`config.mk`:
```
export PLATFORM = sky130hd
export DESIGN_NAME = slp_useq
export DESIGN_NICKNAME = d
export VERILOG_FILES = /design/src/hw/rtl/slp_pkg.sv /design/src/hw/rtl/slp_useq.sv
export SDC_FILE = /design/constraint.sdc
export NUM_CORES = 1
export LEC_CHECK = 0
export ABC_AREA = 1
export BUFFER_PORTS_ARGS = -buffer_cell sky130_fd_sc_hd__buf_4
export CAP_MARGIN = 20
export CORE_ASPECT_RATIO = 1.25
export CORE_UTILIZATION = 49
export DETAILED_ROUTE_END_ITERATION = 12
export GPL_ROUTABILITY_DRIVEN = 1
export GPL_TIMING_DRIVEN = 0
export PLACE_DENSITY_LB_ADDON = 0.2
export SYNTH_ARGS = -nofsm -noshare
export SYNTH_HDL_FRONTEND = slang
export SYNTH_SLANG_ARGS = --single-unit
```
`constraint.sdc`:
```
create_clock -name clock -period 1.6 [get_ports clock]
set_input_delay 0.08 -clock clock [delete_from_list [all_inputs] [get_ports clock]]
set_output_delay 0.08 -clock clock [all_outputs]
set_load 0.005 [all_outputs]
```
`src/hw/rtl/slp_pkg.sv`:
```
package slp_pkg;

   localparam int SampleW  = 32;
   localparam int GainW    = 17;
   localparam int CoefW    = 16;
   localparam int IdxW     = 2;
   localparam int PcW      = 4;
   localparam int DivSteps = 16;
   localparam int CntW     = 4;
   localparam int ProdW    = 50;

   localparam logic [GainW-1:0] GAIN_UNITY = 17'h10000;
   localparam logic [CoefW-1:0] LEVEL_MIN  = 16'd19661;
   localparam logic [CoefW-1:0] LEVEL_MAX  = 16'd62259;
   localparam logic [CoefW-1:0] REL_RESET  = 16'd65503;

   localparam logic [IdxW-1:0] REG_LIMITER_ON    = 2'd0;
   localparam logic [IdxW-1:0] REG_LIMIT_LEVEL   = 2'd1;
   localparam logic [IdxW-1:0] REG_RELEASE_COEFF = 2'd2;

   typedef logic [PcW-1:0] pc_type;

   localparam pc_type PC_WAIT   = 4'd0;
   localparam pc_type PC_PEAK   = 4'd1;
   localparam pc_type PC_CMP    = 4'd2;
   localparam pc_type PC_DIV    = 4'd3;
   localparam pc_type PC_REL    = 4'd4;
   localparam pc_type PC_TGT    = 4'd5;
   localparam pc_type PC_WB     = 4'd6;
   localparam pc_type PC_ATTACK = 4'd7;
   localparam pc_type PC_SCALE  = 4'd8;
   localparam pc_type PC_SCALER = 4'd9;
   localparam pc_type PC_EMIT   = 4'd10;
   localparam pc_type PC_RETRY  = 4'd11;
   localparam pc_type PC_UNITY  = 4'd12;

   typedef enum logic [3:0] {
      OP_NOP,
      OP_LOAD,
      OP_PEAK,
      OP_DIV_STEP,
      OP_MUL_REL,
      OP_MUL_TGT,
      OP_REL_WB,
      OP_ATTACK,
      OP_SET_UNITY,
      OP_SCALE_L,
      OP_SCALE_R,
      OP_EMIT
   } op_type;

   typedef enum logic [2:0] {
      C_NEXT,
      C_ALWAYS,
      C_NO_INPUT,
      C_OFF,
      C_NO_EXCEED,
      C_DIV_MORE,
      C_ATTACK,
      C_OUT_FREE
   } cond_type;

   typedef struct packed {
      op_type   op;
      cond_type cond;
      pc_type   target;
   } uword_type;

   typedef struct packed {
      logic in_valid;
      logic limiter_off;
      logic no_exceed;
      logic div_more;
      logic attack;
      logic out_free;
   } status_type;

   // The control program. A taken condition jumps to the target, otherwise the
   // step counter moves on by one.
   function automatic uword_type ucode(input pc_type pc);
      uword_type w;
      w = '{op: OP_NOP, cond: C_ALWAYS, target: PC_WAIT};
      case (pc)
         PC_WAIT:   w = '{op: OP_LOAD,      cond: C_NO_INPUT,  target: PC_WAIT};
         PC_PEAK:   w = '{op: OP_PEAK,      cond: C_OFF,       target: PC_UNITY};
         PC_CMP:    w = '{op: OP_NOP,       cond: C_NO_EXCEED, target: PC_REL};
         PC_DIV:    w = '{op: OP_DIV_STEP,  cond: C_DIV_MORE,  target: PC_DIV};
         PC_REL:    w = '{op: OP_MUL_REL,   cond: C_ATTACK,    target: PC_ATTACK};
         PC_TGT:    w = '{op: OP_MUL_TGT,   cond: C_NEXT,      target: PC_WAIT};
         PC_WB:     w = '{op: OP_REL_WB,    cond: C_ALWAYS,    target: PC_SCALE};
         PC_ATTACK: w = '{op: OP_ATTACK,    cond: C_NEXT,      target: PC_WAIT};
         PC_SCALE:  w = '{op: OP_SCALE_L,   cond: C_NEXT,      target: PC_WAIT};
         PC_SCALER: w = '{op: OP_SCALE_R,   cond: C_NEXT,      target: PC_WAIT};
         PC_EMIT:   w = '{op: OP_EMIT,      cond: C_OUT_FREE,  target: PC_WAIT};
         PC_RETRY:  w = '{op: OP_NOP,       cond: C_ALWAYS,    target: PC_EMIT};
         PC_UNITY:  w = '{op: OP_SET_UNITY, cond: C_ALWAYS,    target: PC_SCALE};
         default:   w = '{op: OP_NOP,       cond: C_ALWAYS,    target: PC_WAIT};
      endcase
      return w;
   endfunction

endpackage

```
`src/hw/rtl/slp_useq.sv`:
```
module slp_useq import slp_pkg::*; (
   input  logic       clock,
   input  logic       reset,
   input  status_type status,
   output op_type     op
);

   pc_type    pc_ff;
   pc_type    pc_in;
   uword_type word;
   logic      take;

   assign word = ucode(pc_ff);
   assign op   = word.op;

   always_comb begin
      case (word.cond)
         C_NEXT:      take = 1'b0;
         C_ALWAYS:    take = 1'b1;
         C_NO_INPUT:  take = !status.in_valid;
         C_OFF:       take = status.limiter_off;
         C_NO_EXCEED: take = status.no_exceed;
         C_DIV_MORE:  take = status.div_more;
         C_ATTACK:    take = status.attack;
         C_OUT_FREE:  take = status.out_free;
         default:     take = 1'b0;
      endcase
      pc_in = take ? word.target : pc_ff + pc_type'(1);
   end

   always_ff @(posedge clock) begin
      if (reset) begin
         pc_ff <= PC_WAIT;
      end else begin
         pc_ff <= pc_in;
      end
   end

endmodule

```
==> results.toml <==
[outcome]
status = "complete, but fails checks"
failed_checks = "negative setup slack"

[clocking]
cts_root_buf = "clkbuf_4"
cts_tree = "built"
clock_sinks = 15
clockBufferDepth = 2
clock_latency_ns = 0.29
htree_levels = 1
path_clk_slew_ns = 0.09
cts_made_buffers = 3

[detailed_routing]
top_layer = "met4"
routedLengthMet1_um = 935
drt-total-wl_um = 2380
dr.pass1.iters = 4
wl_per_cell_um = 14.7
route.met2.wl_um = 1360
via_count = 820
wl_met3_um = 55
drcViolationCount = 0
ant_nets = 0
vias_per_cell = 5.06
dr.first_iter.drc_count = 20

[synth]
synth_area_leaders = "dfxtp_1 35%, nand3_1 10%, nand2_1 10%, ha_1 8.7%, inv_1 5.2%"
synth_edf_count = 0
synth_top_area_share_pct = 34.7
ys_top_cells_by_count = "24 x nand2_1, 18 x nand3_1, 15 x dfxtp_1"
async_flop_share_pct = 0
yosys_register_bits = 15
yosysUniqueCellTypes = 24
synthFlopType = "dfxtp_1"
postSynthCellCount = 111
seq_area_frac_synth_pct = 34.7
syn_avg_cell_area_sq_um = 7.79
syn-num-nets = 125
syn_area_sq_um = 865
yosysMostFrequentCell = "nand2_1"
yosysTopAreaCell = "dfxtp_1"
ys_warn_count = 0

[power_and_ir_drop]
p_leak_nw = 0.658
worst_ir_drop_vdd_mv = 1.78
power_w = 0.00322
power_density_nw_per_um2 = 2410

[floorplanning]
die_h_um = 49.0
rows = 16
core_sq_um = 1600
io_pins = 12
initial_utilization_pct = 54.0
dieArea_sq_um = 1940
die_w_um = 39.6

[critical_path]
crit_arrival_ns = 1.82
worst-path-buf-inv = 2
cp_top_family = "simple AND/OR/NAND/NOR gates"
cp-start-kind = "flip-flop"
critical_path_required_ns = 1.79
path_max_fanout = 4
cp_cell_sequence = "inv_4 > o21ai_2 > nand2_2 > nand2_4 > nand2_4 > nand2_4 > nand3_4 > ha_4 > inv_2 > nand4_1 > nand3_1 > nand2_1"
critPathMaxStageDelay_ns = 0.36
critical_path_class = "flip-flop to flip-flop"
end_kind = "flip-flop"
cp_common_cell = "nand2_4"
cpMaxStageDelayCell = "dfxtp_2"

[global_routing]
grt_overflow = 0
antenna_found_initial = 0
grt_max_degree = 11
grt_pass1_wl_um = 3220
first_global_vias = 773
track_usage_pct = 24.2

[timing]
fin_crit_ns = 1.63
rsz0062_at_grt = "yes"
worstMarginPinSlew_ns = 0.421
fin_skew_ns = 0.00435
finalWorstSetupSlack_ns = -0.0346
setup_viol = 2
hold_violations = 0
slew_headroom_pct = 71.7
fmax_mhz = 612
maxSlewViolCount = 0
min_period_over_period_pct = 102

[final_layout]
fin_area_sq_um = 1340
layout-drive-gt1-share_pct = 59.7
num-nets-final = 159
antennaDiodeCount = 0
area_growth_pct = 54.6

[place]
io_buffers = 11
dpl.hpwl_um = 1210
placed_area_sq_um = 975
pre_cts_slack_ns = -0.208
gp_congestion = 0.856

[job]
maxCapViolCount = 0

[hold_path]
min_path_type = "primary input to flip-flop"
==> worst reg2reg max path: cells and delay by family, from the launching register on <==
kind,cells,cell delay [ns]
AO/OA/AOI/OAI,1,0.12
adder cells (fa/ha/maj),1,0.20
buffers and inverters,2,0.09
flip-flops,1,0.36
AND/OR/NAND/NOR,8,0.76
==> per-layer routing <==
metal / track usage (%) / vias up
met1: 25.8 / 376
met3: 3.65 / 3
met5: 0 / -
met4: 13.8 / 0
li1: - / 420
met2: 41.8 / 21
==> cell usage in the layout (no fill, tap or decap), types with 4 or more instances in the layout <==
cell,count
nand3_4,6
nand2_4,6
nand2_1,13
nand3_2,7
inv_1,8
inv_2,5
dfxtp_1,12
nand3_1,8
nand2_2,10
ha_1,4
buf_4,30
==> path summary, 6_finish.rpt <==
path	slack [ns]	cells after the start	endpoint	startpoint
max	-0.03	12	word[6]$_DFF_P_	word[4]$_DFF_P_
min reg2reg	0.65	4	pc_ff[0]$_SDFF_PP0_	word[0]$_SDFF_PP0_
min	0.36	6	pc_ff[0]$_SDFF_PP0_	status[5]
max reg2reg	-0.03	12	word[6]$_DFF_P_	word[4]$_DFF_P_
==> repair_timing <==
| item | CTS | global route |
|---|---|---|
| gates cloned | 0 | 0 |
| buffers inserted | 7 | 10 |
| gates resized for setup | 20 | 32 |
| setup endpoints to repair | 10 | 10 |
| endpoints found under the hold margin | 1 | 0 |
| pin swaps | 3 | 15 |
| hold buffers | 1 | 0 |
==> stage by stage <==
step                hold slack, ns  std cells  utilization, %  setup TNS [ns]
global placement             0.287        140            60.9          -0.953
global route                 0.406        162            83.4          -0.936
detailed placement           0.290        140            60.9           -1.12
floorplan                    0.159        111               -               0
CTS                          0.359        152            71.3               0
finish                       0.361        162            83.4         -0.0603
==> area by class of cell <==
type | count | area, sq um
Buffer | 5 | 41.3
Clock buffer | 3 | 22.5
Clock inverter | 1 | 5.00
Fill cell | 103 | 265
Inverter | 15 | 58.8
Multi-Input combinational cell | 76 | 654
Sequential cell | 15 | 304
Tap cell | 18 | 22.5
Timing Repair Buffer | 29 | 228
==> where the power goes <==
part | switching [W] | internal [W] | total [W] | leakage, nW
Clock | 0.000125 | 0.0000931 | 0.000218 | 0.0177
Sequential | 0.0000806 | 0.000546 | 0.000627 | 0.125
Combinational | 0.00132 | 0.00106 | 0.00238 | 0.515
==> sequential cells by signal, summed over array words and instances (netlist names) <==
signal and count:
word 11, pc_ff 4
==> cell families (layout without fill, tap and decap cells) <==
logic type	count (synthesis)	after routing	synth area share, %
fa+ha+maj	6	6	8.68
compound gates	6	6	3.91
buf+inv	20	53	11.3
flops	15	15	34.7
xor+xnor	2	2	2.03
simple gates	62	62	39.4
(Power assumes the default switching activity.)
