===== config.mk =====
export PLATFORM = sky130hd
export DESIGN_NAME = slp_dpath
export DESIGN_NICKNAME = d
export VERILOG_FILES = /design/src/hw/rtl/slp_pkg.sv /design/src/hw/rtl/slp_dpath.sv
export SDC_FILE = /design/constraint.sdc
export NUM_CORES = 2
export LEC_CHECK = 0
export BUFFER_PORTS_ARGS = -buffer_cell sky130_fd_sc_hd__buf_2
export CAP_MARGIN = 30
export CORE_UTILIZATION = 45
export CTS_CLUSTER_SIZE = 10
export DETAILED_ROUTE_END_ITERATION = 7
export HOLD_SLACK_MARGIN = 0.05
export PLACE_DENSITY = 0.73
export RECOVER_POWER = 100
export SKIP_CTS_REPAIR_TIMING = 1
export SLEW_MARGIN = 20
export SYNTH_ARGS = -nofsm -noshare
export SYNTH_HDL_FRONTEND = slang
export SYNTH_SLANG_ARGS = --single-unit

===== constraint.sdc =====
create_clock -name clock -period 25.3 [get_ports clock]
set_clock_uncertainty 0.15 [all_clocks]
set_input_delay 2.53 -clock clock [delete_from_list [all_inputs] [get_ports clock]]
set_output_delay 2.53 -clock clock [all_outputs]
set_load 0.02 [all_outputs]

===== src/hw/rtl/slp_pkg.sv =====
package slp_pkg;

   localparam int SampleW  = 32;
   localparam int GainW    = 17;
   localparam int CoefW    = 16;
   localparam int IdxW     = 2;
   localparam int PcW      = 4;
   localparam int DivSteps = 16;
   localparam int CntW     = 4;
   localparam int ProdW    = 50;

   localparam logic [GainW-1:0] GAIN_UNITY = 17'h10000;
   localparam logic [CoefW-1:0] LEVEL_MIN  = 16'd19661;
   localparam logic [CoefW-1:0] LEVEL_MAX  = 16'd62259;
   localparam logic [CoefW-1:0] REL_RESET  = 16'd65503;

   localparam logic [IdxW-1:0] REG_LIMITER_ON    = 2'd0;
   localparam logic [IdxW-1:0] REG_LIMIT_LEVEL   = 2'd1;
   localparam logic [IdxW-1:0] REG_RELEASE_COEFF = 2'd2;

   typedef logic [PcW-1:0] pc_type;

   localparam pc_type PC_WAIT   = 4'd0;
   localparam pc_type PC_PEAK   = 4'd1;
   localparam pc_type PC_CMP    = 4'd2;
   localparam pc_type PC_DIV    = 4'd3;
   localparam pc_type PC_REL    = 4'd4;
   localparam pc_type PC_TGT    = 4'd5;
   localparam pc_type PC_WB     = 4'd6;
   localparam pc_type PC_ATTACK = 4'd7;
   localparam pc_type PC_SCALE  = 4'd8;
   localparam pc_type PC_SCALER = 4'd9;
   localparam pc_type PC_EMIT   = 4'd10;
   localparam pc_type PC_RETRY  = 4'd11;
   localparam pc_type PC_UNITY  = 4'd12;

   typedef enum logic [3:0] {
      OP_NOP,
      OP_LOAD,
      OP_PEAK,
      OP_DIV_STEP,
      OP_MUL_REL,
      OP_MUL_TGT,
      OP_REL_WB,
      OP_ATTACK,
      OP_SET_UNITY,
      OP_SCALE_L,
      OP_SCALE_R,
      OP_EMIT
   } op_type;

   typedef enum logic [2:0] {
      C_NEXT,
      C_ALWAYS,
      C_NO_INPUT,
      C_OFF,
      C_NO_EXCEED,
      C_DIV_MORE,
      C_ATTACK,
      C_OUT_FREE
   } cond_type;

   typedef struct packed {
      op_type   op;
      cond_type cond;
      pc_type   target;
   } uword_type;

   typedef struct packed {
      logic in_valid;
      logic limiter_off;
      logic no_exceed;
      logic div_more;
      logic attack;
      logic out_free;
   } status_type;

   // The control program. A taken condition jumps to the target, otherwise the
   // step counter moves on by one.
   function automatic uword_type ucode(input pc_type pc);
      uword_type w;
      w = '{op: OP_NOP, cond: C_ALWAYS, target: PC_WAIT};
      case (pc)
         PC_WAIT:   w = '{op: OP_LOAD,      cond: C_NO_INPUT,  target: PC_WAIT};
         PC_PEAK:   w = '{op: OP_PEAK,      cond: C_OFF,       target: PC_UNITY};
         PC_CMP:    w = '{op: OP_NOP,       cond: C_NO_EXCEED, target: PC_REL};
         PC_DIV:    w = '{op: OP_DIV_STEP,  cond: C_DIV_MORE,  target: PC_DIV};
         PC_REL:    w = '{op: OP_MUL_REL,   cond: C_ATTACK,    target: PC_ATTACK};
         PC_TGT:    w = '{op: OP_MUL_TGT,   cond: C_NEXT,      target: PC_WAIT};
         PC_WB:     w = '{op: OP_REL_WB,    cond: C_ALWAYS,    target: PC_SCALE};
         PC_ATTACK: w = '{op: OP_ATTACK,    cond: C_NEXT,      target: PC_WAIT};
         PC_SCALE:  w = '{op: OP_SCALE_L,   cond: C_NEXT,      target: PC_WAIT};
         PC_SCALER: w = '{op: OP_SCALE_R,   cond: C_NEXT,      target: PC_WAIT};
         PC_EMIT:   w = '{op: OP_EMIT,      cond: C_OUT_FREE,  target: PC_WAIT};
         PC_RETRY:  w = '{op: OP_NOP,       cond: C_ALWAYS,    target: PC_EMIT};
         PC_UNITY:  w = '{op: OP_SET_UNITY, cond: C_ALWAYS,    target: PC_SCALE};
         default:   w = '{op: OP_NOP,       cond: C_ALWAYS,    target: PC_WAIT};
      endcase
      return w;
   endfunction

endpackage


===== src/hw/rtl/slp_dpath.sv =====
module slp_dpath import slp_pkg::*; (
   input  logic                      clock,
   input  logic                      reset,
   input  op_type                    op,
   input  logic                      limiter_on,
   input  logic [CoefW-1:0]          limit_level,
   input  logic [CoefW-1:0]          release_coeff,
   input  logic                      req_valid,
   input  logic signed [SampleW-1:0] left_in,
   input  logic signed [SampleW-1:0] right_in,
   input  logic                      block_end,
   input  logic                      rsp_ready,
   output logic                      rsp_valid,
   output logic signed [SampleW-1:0] left_out,
   output logic signed [SampleW-1:0] right_out,
   output logic [GainW-1:0]          gain_out,
   output logic                      block_end_out,
   output status_type                status
);

   logic signed [SampleW-1:0] left_ff, left_ld_in, right_ff, right_ld_in;
   logic                      be_ff, be_in;
   logic [SampleW-1:0]        peak_ff, peak_in;
   logic [SampleW-1:0]        rem_ff, rem_in;
   logic [CoefW-1:0]          quot_ff, quot_in;
   logic [CntW-1:0]           cnt_ff, cnt_in;
   logic [GainW-1:0]          gain_now_ff, gain_now_in;
   logic [GainW-1:0]          gmul_ff, gmul_in;
   logic signed [ProdW-1:0]   prod_ff, prod_in;
   logic signed [SampleW-1:0] lres_ff, lres_in;
   logic signed [SampleW-1:0] lo_ff, lo_in, ro_ff, ro_in;
   logic [GainW-1:0]          go_ff, go_in;
   logic                      beo_ff, beo_in;
   logic                      ov_ff, ov_in;

   logic [SampleW-1:0]        thr;
   logic [SampleW-1:0]        mag_l, mag_r;
   logic                      exceed;
   logic [GainW-1:0]          target;
   logic [SampleW:0]          div_sh, div_diff;
   logic                      div_ge;
   logic                      out_free;
   logic signed [SampleW-1:0] mul_a;
   logic signed [GainW:0]     mul_b;
   logic signed [ProdW-1:0]   product;

   assign thr      = {8'd0, limit_level, 8'd0};
   assign mag_l    = left_ff[SampleW-1] ? (~left_ff + 32'd1) : left_ff;
   assign mag_r    = right_ff[SampleW-1] ? (~right_ff + 32'd1) : right_ff;
   assign exceed   = peak_ff > thr;
   assign target   = exceed ? {1'b0, quot_ff} : GAIN_UNITY;
   // The remainder stays below the peak, so one spare bit covers the shift.
   assign div_sh   = {rem_ff, 1'b0};
   assign div_diff = div_sh - {1'b0, peak_ff};
   assign div_ge   = div_sh >= {1'b0, peak_ff};
   assign out_free = !ov_ff || rsp_ready;

   // One shared multiplier: sample by gain, or gain by release weight.
   always_comb begin
      case (op)
         OP_MUL_REL: begin
            mul_a = signed'({15'd0, gain_now_ff});
            mul_b = signed'({2'd0, release_coeff});
         end
         OP_MUL_TGT: begin
            mul_a = signed'({15'd0, target});
            mul_b = signed'({1'b0, GAIN_UNITY - {1'b0, release_coeff}});
         end
         OP_SCALE_R: begin
            mul_a = right_ff;
            mul_b = signed'({1'b0, gmul_ff});
         end
         default: begin
            mul_a = left_ff;
            mul_b = signed'({1'b0, gmul_ff});
         end
      endcase
   end

   assign product = mul_a * mul_b;

   always_comb begin
      left_ld_in  = left_ff;
      right_ld_in = right_ff;
      be_in       = be_ff;
      peak_in     = peak_ff;
      rem_in      = rem_ff;
      quot_in     = quot_ff;
      cnt_in      = cnt_ff;
      gain_now_in = gain_now_ff;
      gmul_in     = gmul_ff;
      prod_in     = prod_ff;
      lres_in     = lres_ff;
      lo_in       = lo_ff;
      ro_in       = ro_ff;
      go_in       = go_ff;
      beo_in      = beo_ff;
      ov_in       = ov_ff && !rsp_ready;
      case (op)
         OP_LOAD: begin
            if (req_valid) begin
               left_ld_in  = left_in;
               right_ld_in = right_in;
               be_in       = block_end;
            end
         end
         OP_PEAK: begin
            peak_in = (mag_l > mag_r) ? mag_l : mag_r;
            rem_in  = thr;
            cnt_in  = '0;
         end
         OP_DIV_STEP: begin
            rem_in  = div_ge ? div_diff[SampleW-1:0] : div_sh[SampleW-1:0];
            quot_in = {quot_ff[CoefW-2:0], div_ge};
            cnt_in  = cnt_ff + CntW'(1);
         end
         OP_MUL_REL: begin
            prod_in = product;
         end
         OP_MUL_TGT: begin
            prod_in = prod_ff + product;
         end
         OP_REL_WB: begin
            gain_now_in = prod_ff[32:16];
            gmul_in     = prod_ff[32:16];
         end
         OP_ATTACK: begin
            gain_now_in = target;
            gmul_in     = target;
         end
         OP_SET_UNITY: begin
            gmul_in = GAIN_UNITY;
         end
         OP_SCALE_L: begin
            prod_in = product;
         end
         OP_SCALE_R: begin
            // An arithmetic shift of the product rounds toward minus infinity.
            lres_in = prod_ff[47:16];
            prod_in = product;
         end
         OP_EMIT: begin
            if (out_free) begin
               lo_in  = lres_ff;
               ro_in  = prod_ff[47:16];
               go_in  = gmul_ff;
               beo_in = be_ff;
               ov_in  = 1'b1;
            end
         end
         default: begin
         end
      endcase
   end

   always_ff @(posedge clock) begin
      left_ff  <= left_ld_in;
      right_ff <= right_ld_in;
      be_ff    <= be_in;
      peak_ff  <= peak_in;
      rem_ff   <= rem_in;
      quot_ff  <= quot_in;
      cnt_ff   <= cnt_in;
      gmul_ff  <= gmul_in;
      prod_ff  <= prod_in;
      lres_ff  <= lres_in;
      lo_ff    <= lo_in;
      ro_ff    <= ro_in;
      go_ff    <= go_in;
      beo_ff   <= beo_in;
      if (reset) begin
         gain_now_ff <= GAIN_UNITY;
         ov_ff       <= 1'b0;
      end else begin
         gain_now_ff <= gain_now_in;
         ov_ff       <= ov_in;
      end
   end

   assign rsp_valid     = ov_ff;
   assign left_out      = lo_ff;
   assign right_out     = ro_ff;
   assign gain_out      = go_ff;
   assign block_end_out = beo_ff;

   assign status.in_valid    = req_valid;
   assign status.limiter_off = !limiter_on;
   assign status.no_exceed   = !exceed;
   assign status.div_more    = cnt_ff != CntW'(DivSteps - 1);
   assign status.attack      = target < gain_now_ff;
   assign status.out_free    = out_free;

endmodule

==> out/qor.csv <==
metric;value;unit
status;finished with violations;
violations;max-capacitance violations, max-slew violations;
yosysTopAreaCell;fa_1;
layout-drive-gt1-share;5.85;%
synth_top_area_share;26.2;%
clkTransAtPathRegs;50;ps
reg2reg_from;peak_ff[21]$_DFFE_PN_;
min_path_type;reg2reg;
cts.sinks;346;
grt_pass1_vias;30300;
synth_cell_types;79;
critical_path.most_common_cell;inv_1;
final.setup.tns;0;ps
avgSynthCellArea;9.47;um^2
preCtsSetupSlack;10670;ps
reg2reg_depth;41;
die_h;297;um
clock_path_buffers;3;
final_cells;5439;
finalWorstSetupSlack;8700;ps
syn_nets;5005;
die-area;88000;um^2
hp-start;lres_ff[2]$_DFFE_PN_;
synth.area.top_cells;fa_1 (26%), edfxtp_1 (25%), ha_1 (8.4%);
timing.rr.end;prod_ff[47]$_DFFE_PP_;
first_iter_violations;2859;
drv_slew;508;
synthFlopType;edfxtp_1;
cpPeakStageDelay;1220;ps
cts_tree;yes;
fin_area;42600;um^2
rsz0062_at_grt;no;
ys_async_sr_fraction;0;%
drc;0;
routed_wl;113;mm
clock_latency;630;ps
cp-start-kind;primary input;
synth-seq-area-share;26.1;%
rows;107;
wl_met2;52.0;mm
ys_warn_count;0;
wl_met3;11.5;mm
io_pins;195;
critPathArrivalTime;16810;ps
dr.pass1.iters;6;
met1Wirelength;45.6;mm
r2r_slack;12470;ps
cp_max_fo;64;
gp_congestion;0.961;
dpl_cell_area;41400;um^2
htreeDepth;2;
place_hpwl;90.1;mm
path_class;in2reg;
maxCapViolCount;12;
cts_made_buffers;45;
wl_per_cell;20.8;um
crit_slowest_cell;nor2_1;
grt_pass1_wl;176;mm
grt_max_degree;66;
slew_headroom;-154;%
required;25510;ps
ys_ff_latch;346;
setup_viol;0;
grt_use_total;26.2;%
die_w;297;um
ant_nets;0;
holdPathStages;0;
post-route-period-util;65.6;%
post-place-cells;5356;
finalHoldViolations;0;
netlist_area;39100;um^2
worst_pin_slew;3810;ps
synth_edf_count;328;
initial_utilization;45.7;%
fmax;0.0602;GHz
finalCriticalPeriod;16600;ps
grt-ovfl-total;0;
routed.top_layer;met4;
endpoint_kind;flip-flop;
nNetsFinal;5144;
holdPathEnd;left_out[2]$_DFFE_PP_;
synthToLayoutAreaGrowth;9.14;%
antenna_found_initial;3;
core-area;85500;um^2
root_buffer;clkbuf_16;
portBuffers;194;
vias;30500;
vias_per_cell;5.61;
syn_inst;4126;
[cell usage after synthesis, drive strengths merged, types with 32 or more instances]
master and instances:
ha 262, nand2 505, a221oi 35, a21o 83, nand4 35, xnor2 107, xor2 91, o21a 57
o21ai 165, inv 733, fa 511, nor2 371, clkbuf 149, a21oi 169, edfxtp 328, and2 32
[cell type report]
| class | instances | area, um^2 |
|---|---|---|
| fill | 7796 | 42900 |
| multi-input combinational | 2876 | 25500 |
| sequential | 346 | 10200 |
| inverter | 734 | 2760 |
| tap | 1144 | 1430 |
| timing repair buffer | 262 | 1340 |
| clock buffer | 59 | 1210 |
| clock inverter | 15 | 148 |
| antenna | 3 | 7.51 |
[stage by stage]
step / util (%) / hold slack [ps]
2_1_floorplan: - / 250
3_3_place_gp: 48.3 / 251
3_5_place_dp: 48.5 / 255
4_1_cts: 50.0 / 213
5_1_grt: 49.8 / 247
6_report: 49.8 / 215
[how the worst max path moves through the flow]
stage,slack [ps],start,cells past startpoint,end
6_report,8700,op[0],42,prod_ff[45]$_DFFE_PP_
5_1_grt,7880,op[0],38,prod_ff[47]$_DFFE_PP_
4_1_cts,11280,limit_level[3],43,prod_ff[47]$_DFFE_PP_
3_5_place_dp,10670,limit_level[3],43,prod_ff[47]$_DFFE_PP_
3_3_place_gp,10810,limit_level[1],43,prod_ff[47]$_DFFE_PP_
2_1_floorplan,11850,limit_level[13],46,prod_ff[45]$_DFFE_PP_
[kinds of logic after synthesis]
family | synth area share (%)
buf+inv | 8.72
compound gates | 12.5
fa+ha+maj | 34.6
flops | 26.1
xor+xnor | 4.46
simple gates | 12.7
mux | 0.942
[flip-flops by register name (all words and copies together) (netlist names), 17 cells and up]
name         flops
prod_ff         48
left_ff         32
left_out        32
lres_ff         32
peak_ff         32
rem_ff          32
right_ff        32
right_out       32
gain_now_ff     17
gain_out        17
gmul_ff         17
[worst max-delay path, delay by kind of cell]
kind	cells	cell delay (ps)
AND/OR/NAND/NOR	11	4440
AO/OA/AOI/OAI	14	3560
adder cells (fa/ha/maj)	8	3320
buffers and inverters	8	2700
XOR/XNOR	1	200
[cells in the final DEF (no fill, tap or decap), types with 17 or more instances in the layout]
cell type  count
mux2i_1       30
nand2_1      504
a31oi_1       17
buf_4         45
nor3_1        24
edfxtp_1     328
o21a_1        57
ha_1         262
a221oi_1      35
nand2b_1      22
buf_2         88
xor2_1        90
clkbuf_16     46
a21oi_1      162
a21o_1        83
nand3_1       28
a22oi_1       17
inv_1        731
nor2_1       368
and2_1        28
o21bai_1      25
a211oi_1      29
o21ai_0      156
o31ai_1       26
xnor2_1      107
clkbuf_1     133
nor2b_1       26
nand4_1       35
fa_1         511
dfxtp_1       18
[per-layer routing]
layer	global-route usage, %	up-vias
met5	0	-
li1	-	13800
met4	9.37	0
met2	41.3	1527
met1	35.3	14900
met3	5.94	251
Power is not shown: default switching activity piles up to over one toggle a cycle in this logic, so the estimate is an artifact.
